$ cat config.mk
export PLATFORM = sky130hd
export DESIGN_NAME = ddo_mul
export DESIGN_NICKNAME = d
export VERILOG_FILES = /design/src/design/diff_drive_odometry_defines.svh /design/src/design/ddo_mul.sv
export SDC_FILE = /design/constraint.sdc
export NUM_CORES = 2
export LEC_CHECK = 0
export BUFFER_PORTS_ARGS = -buffer_cell sky130_fd_sc_hd__buf_4
export CORE_UTILIZATION = 45
export DETAILED_ROUTE_END_ITERATION = 10
export GPL_ROUTABILITY_DRIVEN = 0
export PLACE_DENSITY = 0.7
export SETUP_SLACK_MARGIN = 0.02
export SLEW_MARGIN = 20
export SYNTH_ARGS = -nofsm -noshare
export SYNTH_HDL_FRONTEND = slang
export SYNTH_SLANG_ARGS = --single-unit
$ cat constraint.sdc
create_clock -name clock -period 12 [get_ports clock]
set_clock_uncertainty 0.15 [all_clocks]
set_input_delay 0.6 -clock clock [delete_from_list [all_inputs] [get_ports clock]]
set_output_delay 0.6 -clock clock [all_outputs]
set_load 0.01 [all_outputs]
$ cat src/design/diff_drive_odometry_defines.svh
// Assertion macros used by the odometry top-level design file.
`ifndef DIFF_DRIVE_ODOMETRY_DEFINES_SVH
`define DIFF_DRIVE_ODOMETRY_DEFINES_SVH

// Same-cycle implication checked on every clock edge out of reset.
`define DDO_ASSERT_NOW(label, pre, post) \
   label: assert property (@(posedge clock) disable iff (reset) (pre) |-> (post)) \
      else $error("odometry check failed");

// Next-cycle implication checked on every clock edge out of reset.
`define DDO_ASSERT_NEXT(label, pre, post) \
   label: assert property (@(posedge clock) disable iff (reset) (pre) |=> (post)) \
      else $error("odometry check failed");

`endif

$ cat src/design/ddo_mul.sv
// Shared signed multiplier with a registered product.
module ddo_mul #(
   parameter int A_W = 32,
   parameter int B_W = 32
) (
   input  logic                       clock,
   input  logic signed [A_W-1:0]      mul_a,
   input  logic signed [B_W-1:0]      mul_b,
   output logic signed [A_W+B_W-1:0]  prod
);

   logic signed [A_W+B_W-1:0] prod_ff;
   logic signed [A_W+B_W-1:0] prod_in;

   assign prod_in = (A_W+B_W)'(mul_a) * (A_W+B_W)'(mul_b);

   always_ff @(posedge clock) begin
      prod_ff <= prod_in;
   end

   assign prod = prod_ff;

endmodule

======== Yosys cells after proc, flatten, opt, wreduce, memory -nomap -nowiden ========
Cells that the tools add are included.
storage, ports and cells
  bits in registers ....................... 64
  bits of input ports ..................... 65
  output and inout bits ................... 64
  logic and storage cells ................. 2
operators by class
  multipliers ............................. 1
operators with widths
  operator          count
  $mul A32 B32 Y64  1

======== Longest topological paths before layout ========
  word-level depth ........................ 1
  mapped depth ............................ 28
  gate-level depth less buffers ........... 26

======== Worst setup path before layout ========
No wires, ideal clock.
  path type ............................... input-to-reg
  from .................................... input port mul_b[2]
  to ...................................... register prod_ff[63], in the netlist prod[63]
  setup time .............................. 0.121 ns
  arrival time ............................ 7.823 ns
  required time ........................... 11.729 ns
  slack ................................... 3.907 ns
  cell stages on the path ................. 25
  path buffers ............................ 2
  path through ............................ clkbuf_1 nand2_1 inv_1 fa_1 fa_1 fa_1 fa_1 inv_1 fa_1 inv_1 fa_1 inv_1 fa_1 inv_1 fa_1 ha_1 clkbuf_1 nand4_1 or3_1 o21ai_0 a211oi_2 o32ai_1 nor2_1 a31o_2 xnor2_1
between the ends
  cells in the longest elaborated chain, start to end .. 1
RTL lines
  element                 line           source
  start: declaration      ddo_mul.sv:8   input logic signed [B_W-1:0] mul_b,
  $mul A32 B32 Y64        ddo_mul.sv:15  assign prod_in = (A_W+B_W)'(mul_a) * (A_W+B_W)'(mul_b);
  net prod_in[63]         ddo_mul.sv:13  logic signed [A_W+B_W-1:0] prod_in;
  end signal: assignment  ddo_mul.sv:18  prod_ff <= prod_in;
  end: declaration        ddo_mul.sv:12  logic signed [A_W+B_W-1:0] prod_ff;
The timed path passes the listed nets, and every way through them passes these cells.

======== Worst setup path in the final report ========
  from .................................... input port mul_a[31]
  to ...................................... register prod_ff[63], in the netlist prod[63]
between the ends
  cells in the longest elaborated chain, start to end .. 1
RTL lines
  element             line           source
  start: declaration  ddo_mul.sv:7   input logic signed [A_W-1:0] mul_a,
  $mul A32 B32 Y64    ddo_mul.sv:15
  net prod_in[63]     ddo_mul.sv:13
The timed path passes the listed nets, and every way through them passes these cells.

==> impl_metrics.csv <==
group,metric,value,unit
status,outcome,"finished, final reports clean",
clock_tree,cts_inserted_buffers,9,
synthesis,share_of_flip_flops_with_an_asynchronous_set_or_reset,0,%
floorplanning,floorplan.core_area,82400,um2
clock_tree,clock_path_buffers,2,
sta,timing.hold.ws,0.662,ns
final_layout,final_nets,5208,
critical_path,critPathMaxStageDelay,0.86,ns
route,post-route-drc-count,0,
hold_path,hold_path.class,"in2reg",
critical_path,cp.arrival,8.64,ns
synthesis,synth_top_flop_cell,"sky130_fd_sc_hd__dfxtp_1",
critical_path,library_cell_appearing_most_often_on_the_critical_path,"sky130_fd_sc_hd__fa_1",
route,vias,25816,
final_layout,final_layout_size_suffix_gt1_share,4.77,%
floorplanning,die_x,291,um
critical_path,crit_buf_inv,8,
placement,count_of_input_and_output_buffers,128,
critical_path,critPathRequiredTime,12.07,ns
hold_path,hold_start,"mul_b[0]",
sta,final_cycle_share,71.4,%
hold_path,min_to,"prod[0]$_DFF_P_",
sta,final.setup.tns,0,ns
critical_path,timing.critical_path.slowest_stage_cell,"sky130_fd_sc_hd__fa_1",
clock_tree,cts_tree,"built",
clock_tree,cts_setup_buffers,0,
floorplanning,fp-row-count,105,
synthesis,ys_seq_elements,64,
critical_path,start_kind,"primary input",
route,post_drt_wl_per_cell,19.2,um
sta,finalSetupViolCount,0,
synthesis,post_synth_main_area_contributors,"sky130_fd_sc_hd__fa_1 (58%), sky130_fd_sc_hd__inv_1 (9.5%), sky130_fd_sc_hd__and2_1 (8.5%)",
sta,timing.fmax,117,MHz
sta,report.final.hold_viol_count,0,
final_layout,layout.filler_cells,7622,
route,detail_route.wirelength,95100,um
synthesis,synth.yosys.warnings,0,
critical_path,path_delay_family,"adder cells",
sta,worst_pin_slew,0.661,ns
synthesis,synthesis.nets,5280,
synthesis,syn-mean-instance-area,9.53,um2
critical_path,cp_max_fo,32,
synthesis,synth_edf_count,0,
synthesis,yosys.area.top_type,"sky130_fd_sc_hd__fa_1",
job,cap_violations,0,
clock_tree,clkSinkCount,64,
placement,hpwl_detailed,79500,um
floorplanning,initial_core_util,45.7,%
floorplanning,die_area,84800,um2
clock_tree,clock_tree_root,"sky130_fd_sc_hd__clkbuf_16",
final_layout,largest_register_ff_count,64,
synthesis,post_syn_instances,3949,
route,avg_vias_per_cell,5.21,
global_routing,grt_start_max_net_pins,33,
synthesis,ys_seq_area_share,3.40,%
route,drt_pre_antenna_iters,7,
critical_path,timing_worst_setup_path_type,"in2reg",
synthesis,synth.cell_area,37600,um2
synthesis,synth_cell_type_count,70,
sta,min_period,8.56,ns
clock_tree,clkSlewWorstSetupHoldPaths,0.06,ns
route,postRouteAntennaNets,0,
global_routing,grt_antenna_before_repair,3,
synthesis,synth_largest_type_area_fraction,57.6,%
hold_path,hold-path-cell-count,2,
critical_path,endpoint_class_of_the_critical_path,"flip-flop",
clock_tree,cts_hold_buffers,0,
floorplanning,die-height,291,um
global_routing,global_route_wire_length_before_repair,156000,um
final_layout,flow.area_growth_from_synthesis,4.93,%
sta,slew-limit-headroom,55.9,%
global_routing,all_layer_global_routing_usage,23.7,%
route,dr.first_iter.drc_count,1581,
global_routing,first_global_vias,28895,
sta,rsz_0062_raised_after_global_routing,"no",
clock_tree,htreeDepth,3,
floorplanning,io_pins,129,
global_routing,global_route.overflow_total,0,
clock_tree,cts_repair_resize_count,0,
sta,final_max_slew_viol_count,0,
-- cells in the final DEF (no fill, tap or decap), types with 11 or more instances in the layout --
cell                       instances
sky130_fd_sc_hd__a21o_1           33
sky130_fd_sc_hd__a21oi_1          63
sky130_fd_sc_hd__and2_1          513
sky130_fd_sc_hd__buf_4           131
sky130_fd_sc_hd__dfxtp_1          64
sky130_fd_sc_hd__fa_1           1082
sky130_fd_sc_hd__ha_1            184
sky130_fd_sc_hd__inv_1           949
sky130_fd_sc_hd__nand2_1         524
sky130_fd_sc_hd__nand2b_1         13
sky130_fd_sc_hd__nand3_1          17
sky130_fd_sc_hd__nand4_1          11
sky130_fd_sc_hd__nor2_1           61
sky130_fd_sc_hd__o21ai_0          36
sky130_fd_sc_hd__xnor2_1          52
sky130_fd_sc_hd__xor2_1           22
-- synth_stat cells, drive strengths merged, types with 8 or more instances --
library cell / count
inv: 949
fa: 1082
buf: 13
and3: 11
a21o: 33
xnor2: 52
nor2b: 8
a21oi: 68
ha: 184
nand4: 11
clkbuf: 201
nand2: 526
o21ai: 42
xor2: 22
dfxtp: 64
and2: 514
nand3: 18
nand2b: 13
nor2: 61
-- per-layer routing --
layer	GRT usage (%)	part of all wire (%)	vias to the layer above
li1	-	-	11092
met1	29.6	38	13666
met2	41.9	52	847
met3	2.85	5.3	209
met4	8.99	4.3	2
met5	0	0.012	-
-- how the worst max path moves through the flow --
stage               from          endpoint  slack (ns)  depth (start not counted)
2_1_floorplan   mul_b[2]  prod[63]$_DFF_P_        3.91                         25
3_3_place_gp    mul_b[5]  prod[63]$_DFF_P_        3.32                         26
3_5_place_dp   mul_a[31]  prod[63]$_DFF_P_        3.14                         26
4_1_cts        mul_a[31]  prod[63]$_DFF_P_        3.48                         26
5_1_grt        mul_a[31]  prod[63]$_DFF_P_        2.96                         26
6_report       mul_a[31]  prod[63]$_DFF_P_        3.44                         26
-- through the flow --
stage,std cells,instance area (um2),worst slack [ns],utilization (%)
final,4953,39500,3.44,47.9
after global routing,4952,39500,2.96,47.9
after CTS,4952,39500,3.48,47.9
after detailed placement,4936,39100,3.14,47.5
after global placement,4936,39100,3.32,47.5
after floorplan,3949,37600,3.91,-
-- area by class of cell --
| cell class | count | area, um2 | area share, % |
|---|---|---|---|
| Clock inverter | 6 | 116 | 0.295 |
| Clock buffer | 10 | 239 | 0.605 |
| Sequential cell | 64 | 1280 | 3.24 |
| Multi-Input combinational cell | 2722 | 32000 | 80.9 |
| Antenna cell | 1 | 2.50 | 0.00634 |
| Tap cell | 1070 | 1340 | 3.39 |
| Timing Repair Buffer | 131 | 983 | 2.49 |
| Inverter | 949 | 3560 | 9.02 |
-- kinds of logic after synthesis --
group	Yosys count	share of synthesized area, %
adders and majority gates	1266	63.7
and+or+nand+nor	1178	15.7
buffers and inverters	1163	11.7
AOI/OAI and AO/OA	204	3.84
xor gates and xnor gates	74	1.72
DFF	64	3.40
Power is not shown: default switching activity piles up to over one toggle a cycle in this logic, so the estimate is an artifact.
