## src/design/diff_drive_odometry_defines.svh

```systemverilog
// Assertion macros used by the odometry top-level design file.
`ifndef DIFF_DRIVE_ODOMETRY_DEFINES_SVH
`define DIFF_DRIVE_ODOMETRY_DEFINES_SVH

// Same-cycle implication checked on every clock edge out of reset.
`define DDO_ASSERT_NOW(label, pre, post) \
   label: assert property (@(posedge clock) disable iff (reset) (pre) |-> (post)) \
      else $error("odometry check failed");

// Next-cycle implication checked on every clock edge out of reset.
`define DDO_ASSERT_NEXT(label, pre, post) \
   label: assert property (@(posedge clock) disable iff (reset) (pre) |=> (post)) \
      else $error("odometry check failed");

`endif

```

## src/design/ddo_div.sv

```systemverilog
// Bit-serial restoring divider for the yaw rate, saturated to 32 bits.
module ddo_div #(
   parameter int NW = 43,
   parameter int DW = 17
) (
   input  logic                clock,
   input  logic                reset,
   input  logic                start,
   input  logic [NW-1:0]       dividend,
   input  logic [DW-1:0]       divisor,
   input  logic                negate,
   output logic                busy,
   output logic signed [31:0]  quotient
);

   localparam int CW = $clog2(NW + 1);

   logic [CW-1:0] count_ff, count_in;
   logic [NW-1:0] quo_ff, quo_in;
   logic [DW-1:0] rem_ff, rem_in;
   logic [DW-1:0] dvs_ff, dvs_in;
   logic          neg_ff, neg_in;
   logic [DW:0]   shifted;
   logic          fits;

   always_comb begin
      count_in = count_ff;
      quo_in   = quo_ff;
      rem_in   = rem_ff;
      dvs_in   = dvs_ff;
      neg_in   = neg_ff;
      shifted  = {rem_ff, quo_ff[NW-1]};
      fits     = shifted >= {1'b0, dvs_ff};
      if (start) begin
         count_in = CW'(NW);
         quo_in   = dividend;
         rem_in   = '0;
         dvs_in   = divisor;
         neg_in   = negate;
      end else if (count_ff != '0) begin
         // shift in one quotient bit
         rem_in   = fits ? DW'(shifted - {1'b0, dvs_ff}) : shifted[DW-1:0];
         quo_in   = {quo_ff[NW-2:0], fits};
         count_in = count_ff - 1'b1;
      end
   end

   always_ff @(posedge clock) begin
      if (reset) begin
         count_ff <= '0;
      end else begin
         count_ff <= count_in;
      end
      quo_ff <= quo_in;
      rem_ff <= rem_in;
      dvs_ff <= dvs_in;
      neg_ff <= neg_in;
   end

   assign busy = count_ff != '0;

   always_comb begin
      if (neg_ff) begin
         quotient = (quo_ff > NW'(64'h8000_0000)) ? 32'sh8000_0000 : -$signed(quo_ff[31:0]);
      end else begin
         quotient = (quo_ff > NW'(64'h7FFF_FFFF)) ? 32'sh7FFF_FFFF : $signed(quo_ff[31:0]);
      end
   end

endmodule

```

## config.mk

```make
export PLATFORM = sky130hd
export DESIGN_NAME = ddo_div
export DESIGN_NICKNAME = d
export VERILOG_FILES = /design/src/design/diff_drive_odometry_defines.svh /design/src/design/ddo_div.sv
export SDC_FILE = /design/constraint.sdc
export NUM_CORES = 1
export LEC_CHECK = 0
export BUFFER_PORTS_ARGS = -buffer_cell sky130_fd_sc_hd__buf_2
export CORE_MARGIN = 2
export CORE_UTILIZATION = 60
export CTS_CLUSTER_SIZE = 40
export DETAILED_ROUTE_END_ITERATION = 16
export PLACE_DENSITY = 0.87
export SKIP_LAST_GASP = 1
export SYNTH_ARGS = -nofsm -noshare
export SYNTH_HDL_FRONTEND = slang
export SYNTH_SLANG_ARGS = --single-unit
```

## constraint.sdc

```tcl
create_clock -name clock -period 4.3 [get_ports clock]
set_clock_uncertainty 0.05 [all_clocks]
set_input_delay 0.645 -clock clock [delete_from_list [all_inputs] [get_ports clock]]
set_output_delay 0.645 -clock clock [all_outputs]
set_load 0.05 [all_outputs]
```

Yosys cells after proc, flatten, opt, wreduce, memory -nomap -nowiden. Index checks and enable logic that the tools add are counted.

$add $sub $neg: 3. $lt $le $gt $ge: 3. Muxes and demuxes: 8. Reduce and logical (&&, ||, !) cells: 3.

Operator list (count): 32-bit two-way mux (3); 43-bit two-way mux (2); 43-bit by 31-bit greater-than comparator with 1-bit output, second input constant (1); 43-bit by 32-bit greater-than comparator with 1-bit output, second input constant (1); 32-bit negation (1); 18-bit by 17-bit >= comparator with 1-bit output (1); 17-bit two-way mux (1); 17-bit subtractor (1); 6-bit two-way mux (2); 6-bit nonzero test (1); 6-bit by 1-bit subtractor with 6-bit output, second input constant (1); 2-bit nonzero test (1); 2-bit OR reduction (1).

Bits in registers: 84. Input bits: 64. Output and inout bits: 33. Logic and storage cells: 23.

Longest topological paths before layout. Gate-level depths: netlist of run 1.

Depth after elaboration: 3. Gate-level depth with buffers: 11.

Worst setup path after synthesis of run 1. Ideal clock, no wire load.

Path type: reg2out. From: reg quo_ff[42]. To: out quotient[26]. Arrival time: 3.162 ns. Data required time: 3.605 ns. Path slack: 0.443 ns. Stages on the path, launching flop included: 7. Path buffers: 1. Path through: edfxtp_1 or4_1 or3_4 nor4_4 o21ai_2 buf_2 o311ai_1.

Word-level cells in the longest chain between the ends: 3. Elaborated cells on any way between the ends: 5.

Ends and longest elaborated chain: start: declaration (RTL line ddo_div.sv:19) `logic [NW-1:0] quo_ff, quo_in;`; start signal: assignment (RTL line ddo_div.sv:54) `quo_ff <= quo_in;`; 43-bit by 31-bit greater-than comparator with 1-bit output / 43-bit by 32-bit greater-than comparator with 1-bit output (equally long branches) (RTL line ddo_div.sv:66, ddo_div.sv:64); 32-bit two-way mux, on equally long branches (RTL line ddo_div.sv:66, ddo_div.sv:64); 32-bit two-way mux (*) (RTL line ddo_div.sv:63) `if (neg_ff) begin`; end: declaration (RTL line ddo_div.sv:13) `output logic signed [31:0] quotient`.

Every way passes the cells marked *; elsewhere a longest branch is shown, timed or not.

Worst setup path after layout of run 1.
From: reg quo_ff[42]. To: out quotient[1].

The elaborated chain is that of the path after synthesis.

==> reports/qor.yml, run 1 <==
drtAntennaViolNets: 0
post_cts_buffers: 0
dieArea_sq_um: 9975
drc: 0
reg2reg_from: "quo_ff[42]$_DFFE_PP_"
cp_data_required_time_ns: 3.61
drv_cap: 0
vias_per_cell: 6.416
postSynthCellCount: 577
outcome: "finished clean"
yosys_warnings: 0
max_freq_mhz: 249.5
area_growth_pct: 13.86
drt_iter0_drc: 390
final_cell_mix: "96 x buf_2, 61 x edfxtp_1, 54 x nand2_1"
cts_tree: "built"
leakagePower_nw: 2.545
placementRows: 34
die_x_microns: 99.88
synth_area_per_cell_sq_um: 9.559
cts-root-buf: "clkbuf_8"
cp_max_fo: 23
grt_pass1_vias: 4878
grt_max_degree: 48
critPathLaunch: "quo_ff[42]$_DFFE_PP_"
holdCritStartpoint: "divisor[15]"
dp_hpwl_microns: 10380
peakVddDrop_v: 0.0001950
finalSetupTns_ns: 0
critPathArrivalTime_ns: 3.31
path_cells: "or4_1, or3_4, or2_4, o21ai_4, a21oi_1, a31oi_1, buf_2"
period_minus_slack_ns: 4.008
clkSinkCount: 84
report.final.slew_viol_count: 0
htreeDepth: 3
synth_flop_cell: "edfxtp_1"
cp_slowest_cell: "or4_1"
fin_hold_ws_ns: 0.4027
dieHeight_microns: 99.88
wl_microns: 14220
syn-cell-area_sq_um: 5515
synth-async-reset-ratio_pct: 0
num_vias: 5017
overflow: 0
drive_gt1_share_pct: 24.63
num_antenna_cells: 0
grtUsageTotal_pct: 28.71
coreArea_sq_um: 8806
io_pins: 97
max_slew_margin_pct: 43.44
place.gp.congestion: 0.9767
synth_edf_count: 61
setup_viol: 0
cts_buffer_depth: 2
synth_cell_type_count: 66
syn-num-nets: 663
setup.worst_path.start_class: "flop"
wl_per_cell_microns: 18.18
min_path_type: "in2reg"
p_per_area_nw_per_um2: 372.3
ys_seq_area_share_pct: 41.56
clock_latency_ns: 0.37
critPathMaxStageDelay_ns: 0.54
synth_seq_cells: 84
final_common_cell: "buf_2"
ctsResizeCount: 0
hold_viol_final: 0
rsz0062_at_grt: "false"
tightestPinTransition_ns: 0.8453
io_buffers: 96
fin_crit_sh_pct: 93.20
cts.reportedPaths.clkPinSlew_ns: 0.10
initial_core_util_pct: 62.63
final_core_util_pct: 71.31
holdBufCountCts: 0
final_nets: 755
first_pass_iters: 5
numCtsBuffers: 9
grt_pass1_wl_microns: 23050
critical_path_class: "reg2out"
antenna_found_initial: 0
worst_setup_path_end_kind: "output pin"
[state kept, by name, summed over array words and instances (netlist names)]
signal,cells
count_ff,6
dvs_ff,17
rem_ff,17
neg_ff,1
quo_ff,43
[through the flow]
stage	instance area, sq um	instances	power (mW)	setup WS, ns
finish	6280	782	2.338	0.2923
global route	6280	782	2.437	0.1872
CTS	6280	782	2.328	0.3548
detailed placement	6093	766	1.776	0.7491
global placement	6093	766	1.748	0.8031
floorplan	5515	577	1.584	0.4432
[cell usage after synthesis, drive strengths merged, types with 2 or more instances]
cell type  instances  area share (%)
nand4b             2            0.32
a31oi             15             1.7
a22oi              2            0.27
a21oi             40             3.6
edfxtp            61              33
nor2              41             2.8
or2                3            0.39
nand2             54             3.7
nand3             14             1.3
mux2              41             8.4
nand3b             2            0.27
xor2              11             1.7
a21o              12             1.6
inv               29             2.0
a211oi             5            0.68
a311oi             9             1.4
nand2b             5            0.57
ha                21             4.8
nor3              27             2.5
o211ai             2            0.27
clkbuf            14            0.95
o22ai              2            0.23
a211o             11             1.7
dfxtp             23             8.3
xnor2              5            0.79
nor3b              4            0.54
buf                9            0.82
mux2i              3            0.54
or3               10             1.2
nor4               5            0.95
and4               3            0.48
a22o               2            0.32
nand4             12             1.4
o21ai             36             3.5
a32oi              4            0.64
or4                5            0.68
o41a               2            0.41
and3               5            0.57
o31ai              3            0.41
o21a               4            0.54
o211a              7             1.3
[worst max-delay path: cells and delay by family, from the launching register on]
kind	cells	cell delay [ns]
AND/OR/NAND/NOR	3	1.28
AO/OA/AOI/OAI	3	0.93
flip-flops	1	0.40
buffers and inverters	1	0.32
[cells by family (layout without fill, tap and decap cells)]
logic type | count (synthesis) | in the layout | share of synthesized area [%]
XOR/XNOR | 16 | 16 | 2.541
buffers and inverters | 53 | 150 | 3.811
AND/OR/NAND/NOR | 193 | 193 | 17.79
AO/OA/AOI/OAI | 165 | 165 | 20.26
multiplexers | 44 | 44 | 8.916
adder cells (fa/ha/maj) | 22 | 22 | 5.127
flip-flops | 84 | 84 | 41.56
[layout make-up]
class	count	area, sq um
Multi-Input combinational cell	440	3013
Fill cell	656	2526
Sequential cell	84	2292
Timing Repair Buffer	104	540.5
Tap cell	108	135.1
Clock buffer	11	131.4
Inverter	30	112.6
Clock inverter	5	55.05
[layer usage]
layer  share of wire [%]  track usage [%]
met1                  41            36.53
met2                  50            50.73
met3                 7.5            3.760
met4                 1.7            9.484
met5                   0                0
[path summary, 6_finish.rpt]
| check | depth (start not counted) | to | slack [ns] |
|---|---|---|---|
| max | 7 | quotient[1] | 0.29 |
| min | 1 | dvs_ff[15]$_DFFE_PP_ | 0.40 |
| max reg2reg | 11 | rem_ff[0]$_SDFFE_PP0N_ | 1.26 |
| min reg2reg | 2 | rem_ff[16]$_SDFFE_PP0N_ | 0.44 |
[where the power goes]
| group | switching (mW) | internal (mW) | leakage [nW] |
|---|---|---|---|
| Sequential | 0.115 | 0.984 | 0.818 |
| Combinational | 0.423 | 0.249 | 1.64 |
| Clock | 0.300 | 0.268 | 0.0909 |
No activity file was read; power rests on OpenSTA's default activity.
==> run 2, diff against run 1 <==
--- a/config.mk
+++ b/config.mk
@@ -10,7 +10,7 @@
 export CORE_UTILIZATION = 60
 export CTS_CLUSTER_SIZE = 40
 export DETAILED_ROUTE_END_ITERATION = 16
-export PLACE_DENSITY = 0.87
+export PLACE_DENSITY = 0.85
 export SKIP_LAST_GASP = 1
 export SYNTH_ARGS = -nofsm -noshare
 export SYNTH_HDL_FRONTEND = slang
==> run 2 against run 1 <==
  * Register-to-register slack got worse by 0.04 ns
  * First-iteration DRC count shrank 7.2%
  * Combinational power grew 0.9%
  * Total power increased by 3.2%
  * Non-clock buffer count is 2 higher
  * Largest cell class unchanged
  * Largest power group unchanged
  * Highest routed layer unchanged
==> reports/qor.yml, run 2 (synthesis results as in run 1) <==
io_pins: 97
drv_cap: 0
fin_area_sq_um: 6335
grt_max_degree: 44
wl_met3_microns: 1203
grt_pass1_wl_microns: 22690
die_x_microns: 99.88
io_buffers: 96
wl_met1_microns: 5745
first_pass_iters: 5
drt_iter0_drc: 362
cts-root-buf: "clkbuf_8"
final_core_util_pct: 71.94
numCtsBuffers: 9
drc: 0
place.gp.congestion: 0.9225
top_register: "quo_ff"
min_path_type: "in2reg"
outcome: "finished clean"
placementRows: 34
num_antenna_cells: 0
dieArea_sq_um: 9975
grt_pass1_vias: 4819
critical_path_class: "reg2out"
place_inst: 768
cp_data_required_time_ns: 3.61
cts_buffer_depth: 2
rsz0062_at_grt: "false"
max_slew_margin_pct: 40.00
setup.worst_path.start_class: "flop"
htreeDepth: 3
cp_max_fo: 23
ctsResizeCount: 0
initial_core_util_pct: 62.63
area_growth_pct: 14.86
peakVddDrop_v: 0.0002315
fin_hold_ws_ns: 0.4056
drive_gt1_share_pct: 25.15
leakagePower_nw: 2.574
wl_microns: 14110
period_minus_slack_ns: 3.864
max_freq_mhz: 258.8
dieHeight_microns: 99.88
antenna_found_initial: 0
final_common_cell: "buf_2"
coreArea_sq_um: 8806
vias_per_cell: 6.404
clock_latency_ns: 0.35
clkSinkCount: 84
largestRegisters: "quo_ff x43, dvs_ff x17, rem_ff x17"
cts_tree: "built"
worst_setup_path_end_kind: "output pin"
wl_met2_microns: 6788
post_cts_buffers: 0
critPathArrivalTime_ns: 3.17
num_vias: 5021
final_nets: 757
dp_hpwl_microns: 10230
final_cell_mix: "96 x buf_2, 61 x edfxtp_1, 54 x nand2_1"
fin_crit_sh_pct: 89.87
placed_area_sq_um: 6108
stdcell_count: 784
hold_viol_final: 0
cts.reportedPaths.clkPinSlew_ns: 0.10
tightestPinTransition_ns: 0.8966
overflow: 0
wl_per_cell_microns: 18.00
p_per_area_nw_per_um2: 381.0
holdBufCountCts: 0
finalSetupTns_ns: 0
highest_layer: "met4"
grtUsageTotal_pct: 28.48
setup_viol: 0
report.final.slew_viol_count: 0
largest_reg_flops: 43
drtAntennaViolNets: 0
r2r_slack_ns: 1.22
-- run 2: changes by cell type in the layout (fill, tap and decap cells not counted) --
cell,previous run,this run
buf_4,8,10
bufinv_16,1,2
clkbuf_1,2,1
clkbuf_8,9,10
clkinv_1,2,1
clkinv_2,1,0
clkinv_4,1,2
-- run 2: critical path, cell delays in order, from the launching register on --
cell	delay, ns
edfxtp_1	0.40
or4_1	0.54
or3_4	0.45
or2_4	0.29
o21ai_4	0.51
a311oi_1	0.18
a31oi_1	0.17
buf_2	0.28
-- run 2: through the flow --
step                power, mW  setup slack (ns)
floorplan               1.584            0.4432
detailed placement      1.777            0.7852
global route            2.522            0.2537
global placement        1.752            0.8790
finish                  2.414            0.4357
CTS                     2.408            0.4472
-- run 2: final timing paths --
path / cells past startpoint / to / startpoint
worst max-delay path: 7 / quotient[28] / quo_ff[42]$_DFFE_PP_
worst min-delay path: 1 / neg_ff$_DFFE_PP_ / negate
worst max register to register: 12 / rem_ff[6]$_SDFFE_PP0N_ / quo_ff[42]$_DFFE_PP_
worst min register to register: 2 / rem_ff[10]$_SDFFE_PP0N_ / rem_ff[10]$_SDFFE_PP0N_
-- run 2: where the power goes --
group,switching (mW),internal [mW]
logic,0.427,0.250
clock network,0.293,0.346
registers,0.113,0.984
-- run 2: layout make-up --
class                   count  area (sq um)
repair buffers            106         555.5
well taps                 108         135.1
clock inverters             5         85.08
multi-input cells         440          3013
flip-flops and latches     84          2292
clock buffers              11         141.4
fillers                   652          2471
inverters                  30         112.6
-- run 2: routing by layer --
metal | global-route usage [%] | vias to the layer above
met4 | 11.38 | 0
met5 | 0 | -
li1 | - | 2383
met2 | 47.87 | 264
met3 | 4.944 | 47
met1 | 36.77 | 2327
