`config.mk`:
```
export PLATFORM = sky130hd
export DESIGN_NAME = ddo_cordic
export DESIGN_NICKNAME = d
export VERILOG_FILES = /design/src/design/diff_drive_odometry_defines.svh /design/src/design/ddo_pkg.sv /design/src/design/ddo_cordic.sv
export SDC_FILE = /design/constraint.sdc
export NUM_CORES = 1
export LEC_CHECK = 0
export BUFFER_PORTS_ARGS = -buffer_cell sky130_fd_sc_hd__buf_2
export CAP_MARGIN = 40
export CORE_UTILIZATION = 49
export DETAILED_ROUTE_END_ITERATION = 6
export PLACE_DENSITY = 0.72
export SLEW_MARGIN = 20
export SYNTH_ARGS = -nofsm -noshare
export SYNTH_HDL_FRONTEND = slang
export SYNTH_SLANG_ARGS = --single-unit
```
`constraint.sdc`:
```
create_clock -name clock -period 18.5 [get_ports clock]
set_input_delay 1.85 -clock clock [delete_from_list [all_inputs] [get_ports clock]]
set_output_delay 1.85 -clock clock [all_outputs]
set_load 0.005 [all_outputs]
```
`src/design/diff_drive_odometry_defines.svh`:
```
// Assertion macros used by the odometry top-level design file.
`ifndef DIFF_DRIVE_ODOMETRY_DEFINES_SVH
`define DIFF_DRIVE_ODOMETRY_DEFINES_SVH

// Same-cycle implication checked on every clock edge out of reset.
`define DDO_ASSERT_NOW(label, pre, post) \
   label: assert property (@(posedge clock) disable iff (reset) (pre) |-> (post)) \
      else $error("odometry check failed");

// Next-cycle implication checked on every clock edge out of reset.
`define DDO_ASSERT_NEXT(label, pre, post) \
   label: assert property (@(posedge clock) disable iff (reset) (pre) |=> (post)) \
      else $error("odometry check failed");

`endif

```
`src/design/ddo_pkg.sv`:
```
// Shared constants and the CORDIC arctangent table for the odometry block.
package ddo_pkg;

   localparam int CSR_INDEX_W = 2;
   localparam logic [CSR_INDEX_W-1:0] CSR_WHEEL_RADIUS     = 2'd0;
   localparam logic [CSR_INDEX_W-1:0] CSR_HALF_TRACK       = 2'd1;
   localparam logic [CSR_INDEX_W-1:0] CSR_LATERAL_VELOCITY = 2'd2;

   localparam int CORDIC_STEPS = 30;
   localparam int Q30_SHIFT    = 30;
   localparam longint Q30_PI      = 64'sd3373259426;
   localparam longint Q30_HALF_PI = 64'sd1686629713;
   localparam longint Q30_TWO_PI  = 64'sd6746518852;
   localparam longint Q30_GAIN    = 64'sd652032874;

   function automatic logic [31:0] atan_q30(input logic [4:0] idx);
      logic [31:0] v;
      unique case (idx)
         5'd0:  v = 32'h3243F6A8;
         5'd1:  v = 32'h1DAC6705;
         5'd2:  v = 32'h0FADBAFC;
         5'd3:  v = 32'h07F56EA6;
         5'd4:  v = 32'h03FEAB76;
         5'd5:  v = 32'h01FFD55B;
         5'd6:  v = 32'h00FFFAAA;
         5'd7:  v = 32'h007FFF55;
         5'd8:  v = 32'h003FFFEA;
         5'd9:  v = 32'h001FFFFD;
         5'd10: v = 32'h000FFFFF;
         5'd11: v = 32'h0007FFFF;
         5'd12: v = 32'h0003FFFF;
         5'd13: v = 32'h0001FFFF;
         5'd14: v = 32'h0000FFFF;
         5'd15: v = 32'h00007FFF;
         5'd16: v = 32'h00003FFF;
         5'd17: v = 32'h00001FFF;
         5'd18: v = 32'h00000FFF;
         5'd19: v = 32'h000007FF;
         5'd20: v = 32'h000003FF;
         5'd21: v = 32'h000001FF;
         5'd22: v = 32'h000000FF;
         5'd23: v = 32'h0000007F;
         5'd24: v = 32'h0000003F;
         5'd25: v = 32'h0000001F;
         5'd26: v = 32'h0000000F;
         5'd27: v = 32'h00000008;
         5'd28: v = 32'h00000004;
         5'd29: v = 32'h00000002;
         default: v = 32'h00000000;
      endcase
      return v;
   endfunction

endpackage

```
`src/design/ddo_cordic.sv`:
```
// Iterative CORDIC: range reduction, quadrant fold and 30 rotations for cos/sin.
module ddo_cordic #(
   parameter int FRAC_BITS = 16,
   parameter int AW        = 36
) (
   input  logic                clock,
   input  logic                reset,
   input  logic                start,
   input  logic signed [19:0]  angle,
   output logic                busy,
   output logic signed [31:0]  cos_out,
   output logic signed [31:0]  sin_out
);

   localparam int XW = 33;
   localparam logic signed [AW-1:0] PI_A      = AW'(ddo_pkg::Q30_PI);
   localparam logic signed [AW-1:0] HALF_PI_A = AW'(ddo_pkg::Q30_HALF_PI);
   localparam logic signed [AW-1:0] TWO_PI_A  = AW'(ddo_pkg::Q30_TWO_PI);
   localparam logic signed [XW-1:0] GAIN_X    = XW'(ddo_pkg::Q30_GAIN);
   localparam logic [4:0] LAST_STEP = 5'(ddo_pkg::CORDIC_STEPS - 1);

   typedef enum logic [1:0] {C_IDLE, C_RED, C_FOLD, C_ROT} cordic_state_type;

   cordic_state_type        state_ff, state_in;
   logic [4:0]              step_ff, step_in;
   logic signed [AW-1:0]    ang_ff, ang_in;
   logic signed [XW-1:0]    x_ff, x_in;
   logic signed [XW-1:0]    y_ff, y_in;
   logic                    flip_ff, flip_in;
   logic signed [XW-1:0]    x_sh, y_sh;
   logic signed [AW-1:0]    atan_a;

   always_comb begin
      state_in = state_ff;
      step_in  = step_ff;
      ang_in   = ang_ff;
      x_in     = x_ff;
      y_in     = y_ff;
      flip_in  = flip_ff;
      x_sh     = x_ff >>> step_ff;
      y_sh     = y_ff >>> step_ff;
      atan_a   = AW'(ddo_pkg::atan_q30(step_ff));
      unique case (state_ff)
         C_IDLE: begin
            if (start) begin
               ang_in   = AW'(angle) <<< (ddo_pkg::Q30_SHIFT - FRAC_BITS);
               x_in     = GAIN_X;
               y_in     = '0;
               flip_in  = 1'b0;
               step_in  = '0;
               state_in = C_RED;
            end
         end
         C_RED: begin
            // alternate the upper and lower bound checks, two passes each
            if (!step_ff[0]) begin
               if (ang_ff > PI_A) ang_in = ang_ff - TWO_PI_A;
            end else begin
               if (ang_ff < -PI_A) ang_in = ang_ff + TWO_PI_A;
            end
            step_in = step_ff + 1'b1;
            if (step_ff == 5'd3) begin
               step_in  = '0;
               state_in = C_FOLD;
            end
         end
         C_FOLD: begin
            if (ang_ff > HALF_PI_A) begin
               ang_in  = ang_ff - PI_A;
               flip_in = 1'b1;
            end else if (ang_ff < -HALF_PI_A) begin
               ang_in  = ang_ff + PI_A;
               flip_in = 1'b1;
            end
            state_in = C_ROT;
         end
         C_ROT: begin
            if (ang_ff >= 0) begin
               x_in   = x_ff - y_sh;
               y_in   = y_ff + x_sh;
               ang_in = ang_ff - atan_a;
            end else begin
               x_in   = x_ff + y_sh;
               y_in   = y_ff - x_sh;
               ang_in = ang_ff + atan_a;
            end
            step_in = step_ff + 1'b1;
            if (step_ff == LAST_STEP) state_in = C_IDLE;
         end
         default: state_in = C_IDLE;
      endcase
   end

   always_ff @(posedge clock) begin
      if (reset) begin
         state_ff <= C_IDLE;
      end else begin
         state_ff <= state_in;
      end
      step_ff <= step_in;
      ang_ff  <= ang_in;
      x_ff    <= x_in;
      y_ff    <= y_in;
      flip_ff <= flip_in;
   end

   assign busy    = state_ff != C_IDLE;
   assign cos_out = flip_ff ? 32'(-x_ff) : 32'(x_ff);
   assign sin_out = flip_ff ? 32'(-y_ff) : 32'(y_ff);

endmodule

```
# Word-level counts from Yosys, hierarchy flattened
# Memory sizes are Yosys's and may differ from the RTL's. A register that Yosys moved wholly into a read port is not among the register bits.
# Index checks and enable logic that the tools add are counted.
# W data, S select, Z words.
# totals
out_inout_bits,65
latch_bits,0
romBits,960
reg_bits,110
mem_bits_rw,0
word_cells,76
mem_count,1
# mem_list
memory,depth,width,read_ports,rd_ports_with_merged_regs,write_ports,line,rtl
(no name shown),32,30,1,1,0,ddo_pkg.sv:18,unique case (idx)
# op_classes
mux,28
div_mod_pow,0
n_eq_ne,11
n_bitwise,0
order_cmp,5
n_mul,0
n_reduce_logical,10
n_shift,2
n_addsub,13
# ops
op,n
$mux W36,7
$pmux W36 S4,1
$mux W33,4
$pmux W33 S2,2
$add A33 B33 Y33,2
$sshr A33 B5 Y33,2
$sub A33 B33 Y33,2
$mux W32,2
$neg A32 Y32,2
$add A36 B33 Y36,1
$add A36 B33 Y36 const B,1
$add A36 B34 Y36 const B,1
$ge A36 B1 Y1 const B,1
$gt A36 B32 Y1 const B,1
$gt A36 B33 Y1 const B,1
$lt A36 B32 Y1 const B,1
$lt A36 B33 Y1 const B,1
$sub A36 B33 Y36,1
$sub A36 B33 Y36 const B,1
$sub A36 B34 Y36 const B,1
$mux W5,3
$pmux W5 S3,1
$ne A3 B3 Y1 const B,3
$pmux W2 S4,1
other kinds (15),26

# Logic depth before layout (Yosys ltp)
# Gate-level depths: netlist of run 1.
# logic_depth
depth_word,4
ltp_mapped,28

# Worst setup path after synthesis of run 1
# No wires, ideal clock.
# synth_timing
path_type,register to register
from,register step_ff[0]
to,register y_ff[31] (data pin)
setup_slack_ns,11.906
arrival_time_ns,6.322
synth_period_minus_slack_ns,6.594
setup_ns,0.272
path_stages_with_launch,24
path_cell_list,edfxtp_1 buf_6 buf_6 buf_4 buf_2 mux4_2 mux2_2 o32ai_1 a21o_1 nand2_1 or3b_2 o21ai_0 xor2_1 ha_1 nand2_1 nor2_1 a2111o_1 a211o_1 a211o_1 o21a_1 o21ai_0 a31oi_1 and4b_1 or4_1
# synth_via
elab_chain_cells,4
# synth_lines
element,line,rtl
"start, declared",ddo_cordic.sv:25,"logic [4:0] step_ff, step_in;"
"start signal, assigned",ddo_cordic.sv:100,step_ff <= step_in;
$sshr A33 B5 Y33 (*),ddo_cordic.sv:40,x_sh = x_ff >>> step_ff;
$sub A33 B33 Y33 / $add A33 B33 Y33 (equally long branches),"ddo_cordic.sv:84, ddo_cordic.sv:80",
$mux W33 (*),ddo_cordic.sv:78,if (ang_ff >= 0) begin
$pmux W33 S2 (*),ddo_cordic.sv:43,unique case (state_ff)
"end signal, assigned",ddo_cordic.sv:103,y_ff <= y_in;
"end, declared",ddo_cordic.sv:28,"logic signed [XW-1:0] y_ff, y_in;"
# Every way passes the cells marked *; elsewhere a longest branch is shown, timed or not.
# A chain may end at the register's enable or synchronous reset.

# Final worst setup path of run 1
# layout_timing
from,register step_ff[0]
to,register x_ff[30] (data pin)
# layout_via
elab_chain_cells,4
# layout_lines
element,line,rtl
$sshr A33 B5 Y33 (*),ddo_cordic.sv:41,y_sh = y_ff >>> step_ff;
$add A33 B33 Y33 / $sub A33 B33 Y33 (equally long branches),"ddo_cordic.sv:83, ddo_cordic.sv:79",
$mux W33 (*),ddo_cordic.sv:78,
$pmux W33 S2 (*),ddo_cordic.sv:43,
"end signal, assigned",ddo_cordic.sv:102,x_ff <= x_in;
"end, declared",ddo_cordic.sv:27,"logic signed [XW-1:0] x_ff, x_in;"
# Marked as above.

==> results of run 1 <==
[worst max-delay path by stage]
stage,startpoint,endpoint
finish,step_ff[0],x_ff[30]
global placement,step_ff[0],y_ff[31]
floorplan,step_ff[0],y_ff[31]
detailed placement,step_ff[0],x_ff[30]
CTS,step_ff[0],x_ff[30]
global route,step_ff[0],x_ff[28]
[worst max-delay path, cell delays in order (launching register included)]
cell,delay (ns)
edfxtp_1,0.37
buf_12,0.71
mux4_2,0.65
mux2_2,0.29
o21ai_0,0.41
nand2_1,0.10
o21ai_0,0.14
ha_1,0.21
inv_1,0.05
or4_1,0.61
or3_1,0.46
o21ai_0,0.24
xor2_1,0.23
ha_1,0.33
or2_2,0.31
a21oi_1,0.15
a21oi_1,0.08
o41a_1,0.37
o41ai_1,0.63
o21ai_0,0.36
o31a_1,0.34
mux2i_1,0.16
nand2_1,0.06
[per-stage QoR]
| stage | instances | util (%) |
|---|---|---|
| floorplan | 2721 | - |
| global placement | 3241 | 51.4 |
| detailed placement | 3243 | 51.5 |
| CTS | 3275 | 52.8 |
| global route | 3277 | 52.9 |
| finish | 3277 | 52.9 |
[routing by layer]
layer	wire [um]	vias up	global-route usage, %	share of wire [%]
met5	26	-	0	0.034
met4	4430	4	18.6	5.8
met3	5760	250	6.38	7.6
met2	36500	1059	55.3	48
met1	29600	10600	38.8	39
li1	-	10200	-	-
[cells in the final DEF (no fill, tap or decap), drive strengths merged, types with 20 or more instances in the layout]
cell,instances
a211oi,34
o41ai,24
nor2,215
xor2,112
or3,25
nand3,36
buf,122
mux4,77
or4,23
clkbuf,22
a21oi,185
o21a,27
a31oi,35
nand2b,53
mux2,50
nor2b,21
a21o,67
ha,155
xnor2,167
mux2i,59
inv,69
or2,26
o22ai,23
o21ai,203
nand4,20
edfxtp,108
and3,22
and2,30
o211ai,25
nand2,258
o31ai,45
dfxtp,32
nor3,50
[flip-flops by register name (all words and copies together) (netlist names)]
name	cells
flip_ff	1
ang_ff	36
x_ff	33
step_ff	5
y_ff	33
state_ff	2
atan_a	30
[area by class of cell]
type / count / area (um2)
Fill cell: 4204 / 20900
Multi-Input combinational cell: 2321 / 17200
Sequential cell: 140 / 3880
Timing Repair Buffer: 123 / 761
Tap cell: 592 / 741
Clock buffer: 21 / 514
Inverter: 69 / 259
Clock inverter: 11 / 75.1
[cell families (layout without fill, tap and decap cells)]
group	after synthesis	after routing	synth area share, %
AOI/OAI and AO/OA	859	859	25.9
and+or+nand+nor	838	838	18.6
xor gates and xnor gates	279	279	11.0
buffers and inverters	260	224	4.89
muxes	186	186	13.0
adders and majority gates	159	159	9.10
DFF	140	140	17.5
==> impl_metrics.ini, run 1 <==
[clock_tree]
cts-resized-gates = 0
clockBufferDepth = 2
root_buffer = clkbuf_16
htree_levels = 4
cts_hold_buffers = 0
path_clk_slew_ns = 0.07
cts_buffers = 17
post_cts_buffers = 0
clock-sinks = 140
cts_tree = yes
insertion_delay_ns = 0.51

[critical_path]
reg2reg_from = step_ff[0]
critPathRequiredTime_ns = 18.76
r2r_cells = 22
rrSetupSlack_ns = 10.96
critPathLaunchType = register
path_class = register to register
worst-endpoint-arrival_ns = 7.80
cp-end-kind = register
cp_max_fo = 146
r2r_end = x_ff[30]

[grt]
grt_pass1_wl_um = 119000
globalRouteOverflowTotal = 0
grtUsageTotal_pct = 32.7
grt_pass1_vias = 21200
antenna_found_initial = 2
grt_max_degree = 147

[status]
outcome = finished, final reports clean

[detailed_routing]
routed-via-count = 22100
first_pass_iters = 6
drtAntennaViolNets = 0
first_iter_violations = 2325
route.detailed.drc = 0
vias_per_cell = 6.75
routed_wirelength_um = 76300
routedWlPerCell_um = 23.3

[cells_and_area]
nNetsFinal = 2854
antennaDiodeCount = 0
layout-drive-gt1-share_pct = 12.4
fin_area_um2 = 23500
syn_to_final_growth_pct = 5.81

[synthesis]
ys_types = 98
synth_most_common_cell = nand2_1
synth_edf_count = 108
synth_area_leader_cell = edfxtp_1
synthTopCellsByArea = edfxtp_1 15%, ha_1 8.7%, mux4_2 7.7%
yosysTopAreaCellShare_pct = 14.6
synth_ff_type = edfxtp_1
postSynthCellCount = 2721
syn_area_um2 = 22200
synth_top_cells_by_count = 258 x nand2_1, 215 x nor2_1, 193 x o21ai_0
avgSynthCellArea_um2 = 8.15
ys_warn_count = 0
ys_ff_latch = 140
async_reset_ff_share_pct = 0
synthesis.nets = 2903
ys_seq_area_share_pct = 17.5

[floorplan]
ioPinCount = 88
start_util_pct = 50.0
die_h_um = 215
fp.coreArea_um2 = 44400
dieArea_um2 = 46100
die-width_um = 215
num_rows = 77

[placement]
dpl.hpwl_um = 56200
gp_routability_congestion = 1.00
pre_cts_ws_ns = 11.01
port_buffers = 87
postPlaceCellArea_um2 = 22900

[hold_path]
hold-path-endpoint = state_ff[0]
hp-class = register to register
whs_path_depth = 2
hp-start = state_ff[0]

[timing]
hold_violations = 0
whs_ns = 0.558
period_minus_slack_ns = 7.54
rsz0062_at_grt = no
slew_headroom_pct = 21.5
fin_skew_ns = 0.0142
finalCritPeriodShare_pct = 40.7
worst_slack_ns = 10.96
setup_tns_ns = 0
setup_violations = 0
max_freq_mhz = 133
tightest_slew_ns = 1.18
drv_slew = 0

[run]
drv_cap = 0
Power of run 1 is left out: the tool's default activity adds up to more than one toggle a clock period on the data nets, which glitch-free logic cannot reach.
==> inputs of run 2 (changes only) <==
--- a/config.mk
+++ b/config.mk
@@ -5,11 +5,12 @@
 export SDC_FILE = /design/constraint.sdc
 export NUM_CORES = 1
 export LEC_CHECK = 0
+export ABC_AREA = 1
 export BUFFER_PORTS_ARGS = -buffer_cell sky130_fd_sc_hd__buf_2
 export CAP_MARGIN = 40
 export CORE_UTILIZATION = 49
 export DETAILED_ROUTE_END_ITERATION = 6
-export PLACE_DENSITY = 0.72
+export PLACE_DENSITY = 0.74
 export SLEW_MARGIN = 20
 export SYNTH_ARGS = -nofsm -noshare
 export SYNTH_HDL_FRONTEND = slang
==> constraint.sdc (replaced) <==
create_clock -name clock -period 6.1 [get_ports clock]
set_input_delay 0.61 -clock clock [delete_from_list [all_inputs] [get_ports clock]]
set_output_delay 0.61 -clock clock [all_outputs]
set_load 0.005 [all_outputs]
==> run 2 against run 1 <==
  * Design area is 9.1% higher
  * Highest routed layer is now met4
  * Non-clock buffer count is 1 lower
  * Critical path depth is 4 higher
  * Clock-buffer cell count is 2 lower
  * Core utilization is 0.45 points lower
  * Synthesized cell count is 53% higher
  * Sequential cell count stayed put
  * Die area is 9.0% higher
  * Register-to-register slack worse by 10 ns
==> impl_metrics.ini, run 2 <==
[timing]
slew_headroom_pct = 42.4
finalCritPeriodShare_pct = 89.3
tightest_slew_ns = 0.855
drv_slew = 0
fin_skew_ns = 0.0142
rsz0062_at_grt = no
hold_violations = 0
setup_violations = 0
setup_tns_ns = 0
period_minus_slack_ns = 5.45
max_freq_mhz = 184

[synthesis]
synthesis.nets = 4344
avgSynthCellArea_um2 = 5.81
ys_warn_count = 0
synthTopCellsByArea = nand2_1 16%, edfxtp_1 13%, nand3_1 11%
synth_top_cells_by_count = 1,040 x nand2_1, 531 x nand3_1, 469 x inv_1
postSynthCellCount = 4162
async_reset_ff_share_pct = 0
synth_ff_type = edfxtp_1
synth_area_leader_cell = nand2_1
ys_ff_latch = 140
ys_types = 60
ys_seq_area_share_pct = 16.1
yosysTopAreaCellShare_pct = 16.1
synth_edf_count = 108
syn_area_um2 = 24200
synth_most_common_cell = nand2_1

[clock_tree]
htree_levels = 4
cts-resized-gates = 0
clock-sinks = 140
post_cts_buffers = 0
root_buffer = clkbuf_16
path_clk_slew_ns = 0.07
clockBufferDepth = 2
cts_buffers = 17
cts_tree = yes
cts_hold_buffers = 0
insertion_delay_ns = 0.49

[hold_path]
hp-class = primary input to register
hp-start = reset

[run]
drv_cap = 0

[grt]
antenna_found_initial = 0
globalRouteOverflowTotal = 0
grt_pass1_wl_um = 136000
grt_max_degree = 74
grtUsageTotal_pct = 34.3
grt_pass1_vias = 25100

[status]
outcome = finished, final reports clean

[floorplan]
dieArea_um2 = 50300
num_rows = 81
die_h_um = 224
fp.coreArea_um2 = 48800
start_util_pct = 49.5
die-width_um = 224
ioPinCount = 88

[cells_and_area]
final_cell_mix = 1,040 x nand2_1, 531 x nand3_1, 469 x inv_1
regMostFlops = ang_ff
syn_to_final_growth_pct = 5.83
nNetsFinal = 4339
largest_reg_flops = 36
antennaDiodeCount = 0
layout-drive-gt1-share_pct = 6.14
biggestRegsByFlops = ang_ff (36), x_ff (33), y_ff (33)
final_common_cell = nand2_1

[detailed_routing]
vias_per_cell = 5.82
first_pass_iters = 6
routed_wirelength_um = 87600
drt-met1-wl_um = 35700
routed-via-count = 28100
top_layer_used = met4
wl_met3_um = 6730
drtAntennaViolNets = 0
wl_met2_um = 40500
routedWlPerCell_um = 18.1
first_iter_violations = 3427
route.detailed.drc = 0

[critical_path]
cpMostUsedCell = nand2_1
crit_start = step_ff[0]
cpPeakStageDelay_ns = 0.58
critPathLaunchType = register
crit_family = compound AO/OA/AOI/OAI gates
cp_slowest_cell = buf_4
cp_max_fo = 73
cp-end-kind = register
path_class = register to register
reg2reg_from = step_ff[0]
path_buf_inv = 5
worst-endpoint-arrival_ns = 5.70
critPathRequiredTime_ns = 6.35

[placement]
port_buffers = 87
dpl.hpwl_um = 69300
gp_routability_congestion = 1.01
run 2: path summary, 6_finish.rpt:
check	endpoint	slack [ns]	depth (start not counted)
max	y_ff[18]	0.65	26
min	state_ff[1]	0.35	2
max reg2reg	y_ff[18]	0.65	26
min reg2reg	state_ff[1]	0.60	2
run 2: kinds of logic after synthesis:
| group | synth area share, % |
|---|---|
| flops | 16.1 |
| simple gates | 40.3 |
| fa+ha+maj | 8.35 |
| xor+xnor | 7.02 |
| buf+inv | 10.8 |
| compound gates | 17.4 |
run 2: routing by layer:
layer	GRT usage, %	vias to the layer above
met5	0	-
met4	17.7	0
met3	4.43	269
met2	57.9	1408
met1	42.8	12600
li1	-	13900
run 2: area by class of cell:
cell class / instances / area (um2)
fillers: 5291 / 23200
multi-input cells: 3381 / 17700
flip-flops and latches: 140 / 3880
inverters: 495 / 1860
well taps: 664 / 831
repair buffers: 122 / 756
clock buffers: 19 / 464
clock inverters: 13 / 101
run 2: through the flow:
stage	worst slack, ns	utilization [%]	instances	area, um2	hold slack [ns]
final	0.652	52.4	4834	25600	0.348
after global routing	0.202	52.4	4834	25600	0.337
after detailed placement	0.840	51.3	4802	25000	0.575
after CTS	0.792	52.4	4834	25600	0.333
after floorplan	1.00	-	4162	24200	0.521
after global placement	0.954	51.1	4795	24900	0.581
run 2: worst reg2reg max path: stages, from the launching register on:
cell and delay [ns]:
edfxtp_1 0.36, buf_4 0.58, buf_4 0.47, nand2_1 0.09, o21ai_0 0.12, nand2_1 0.08
a21oi_1 0.18, nor2_1 0.08, a22oi_2 0.26, inv_1 0.08, ha_1 0.27, nand2_1 0.05
o21ai_0 0.17, fa_1 0.50, nand3_1 0.10, nand2_1 0.08, nand2_1 0.08, nand2_1 0.07
a21oi_1 0.21, o21ai_0 0.11, buf_4 0.16, a21boi_0 0.40, o21bai_1 0.28, a21oi_1 0.24
inv_1 0.06, nor2_1 0.08, nor2_1 0.05
Power of run 2 is left out for the same reason.
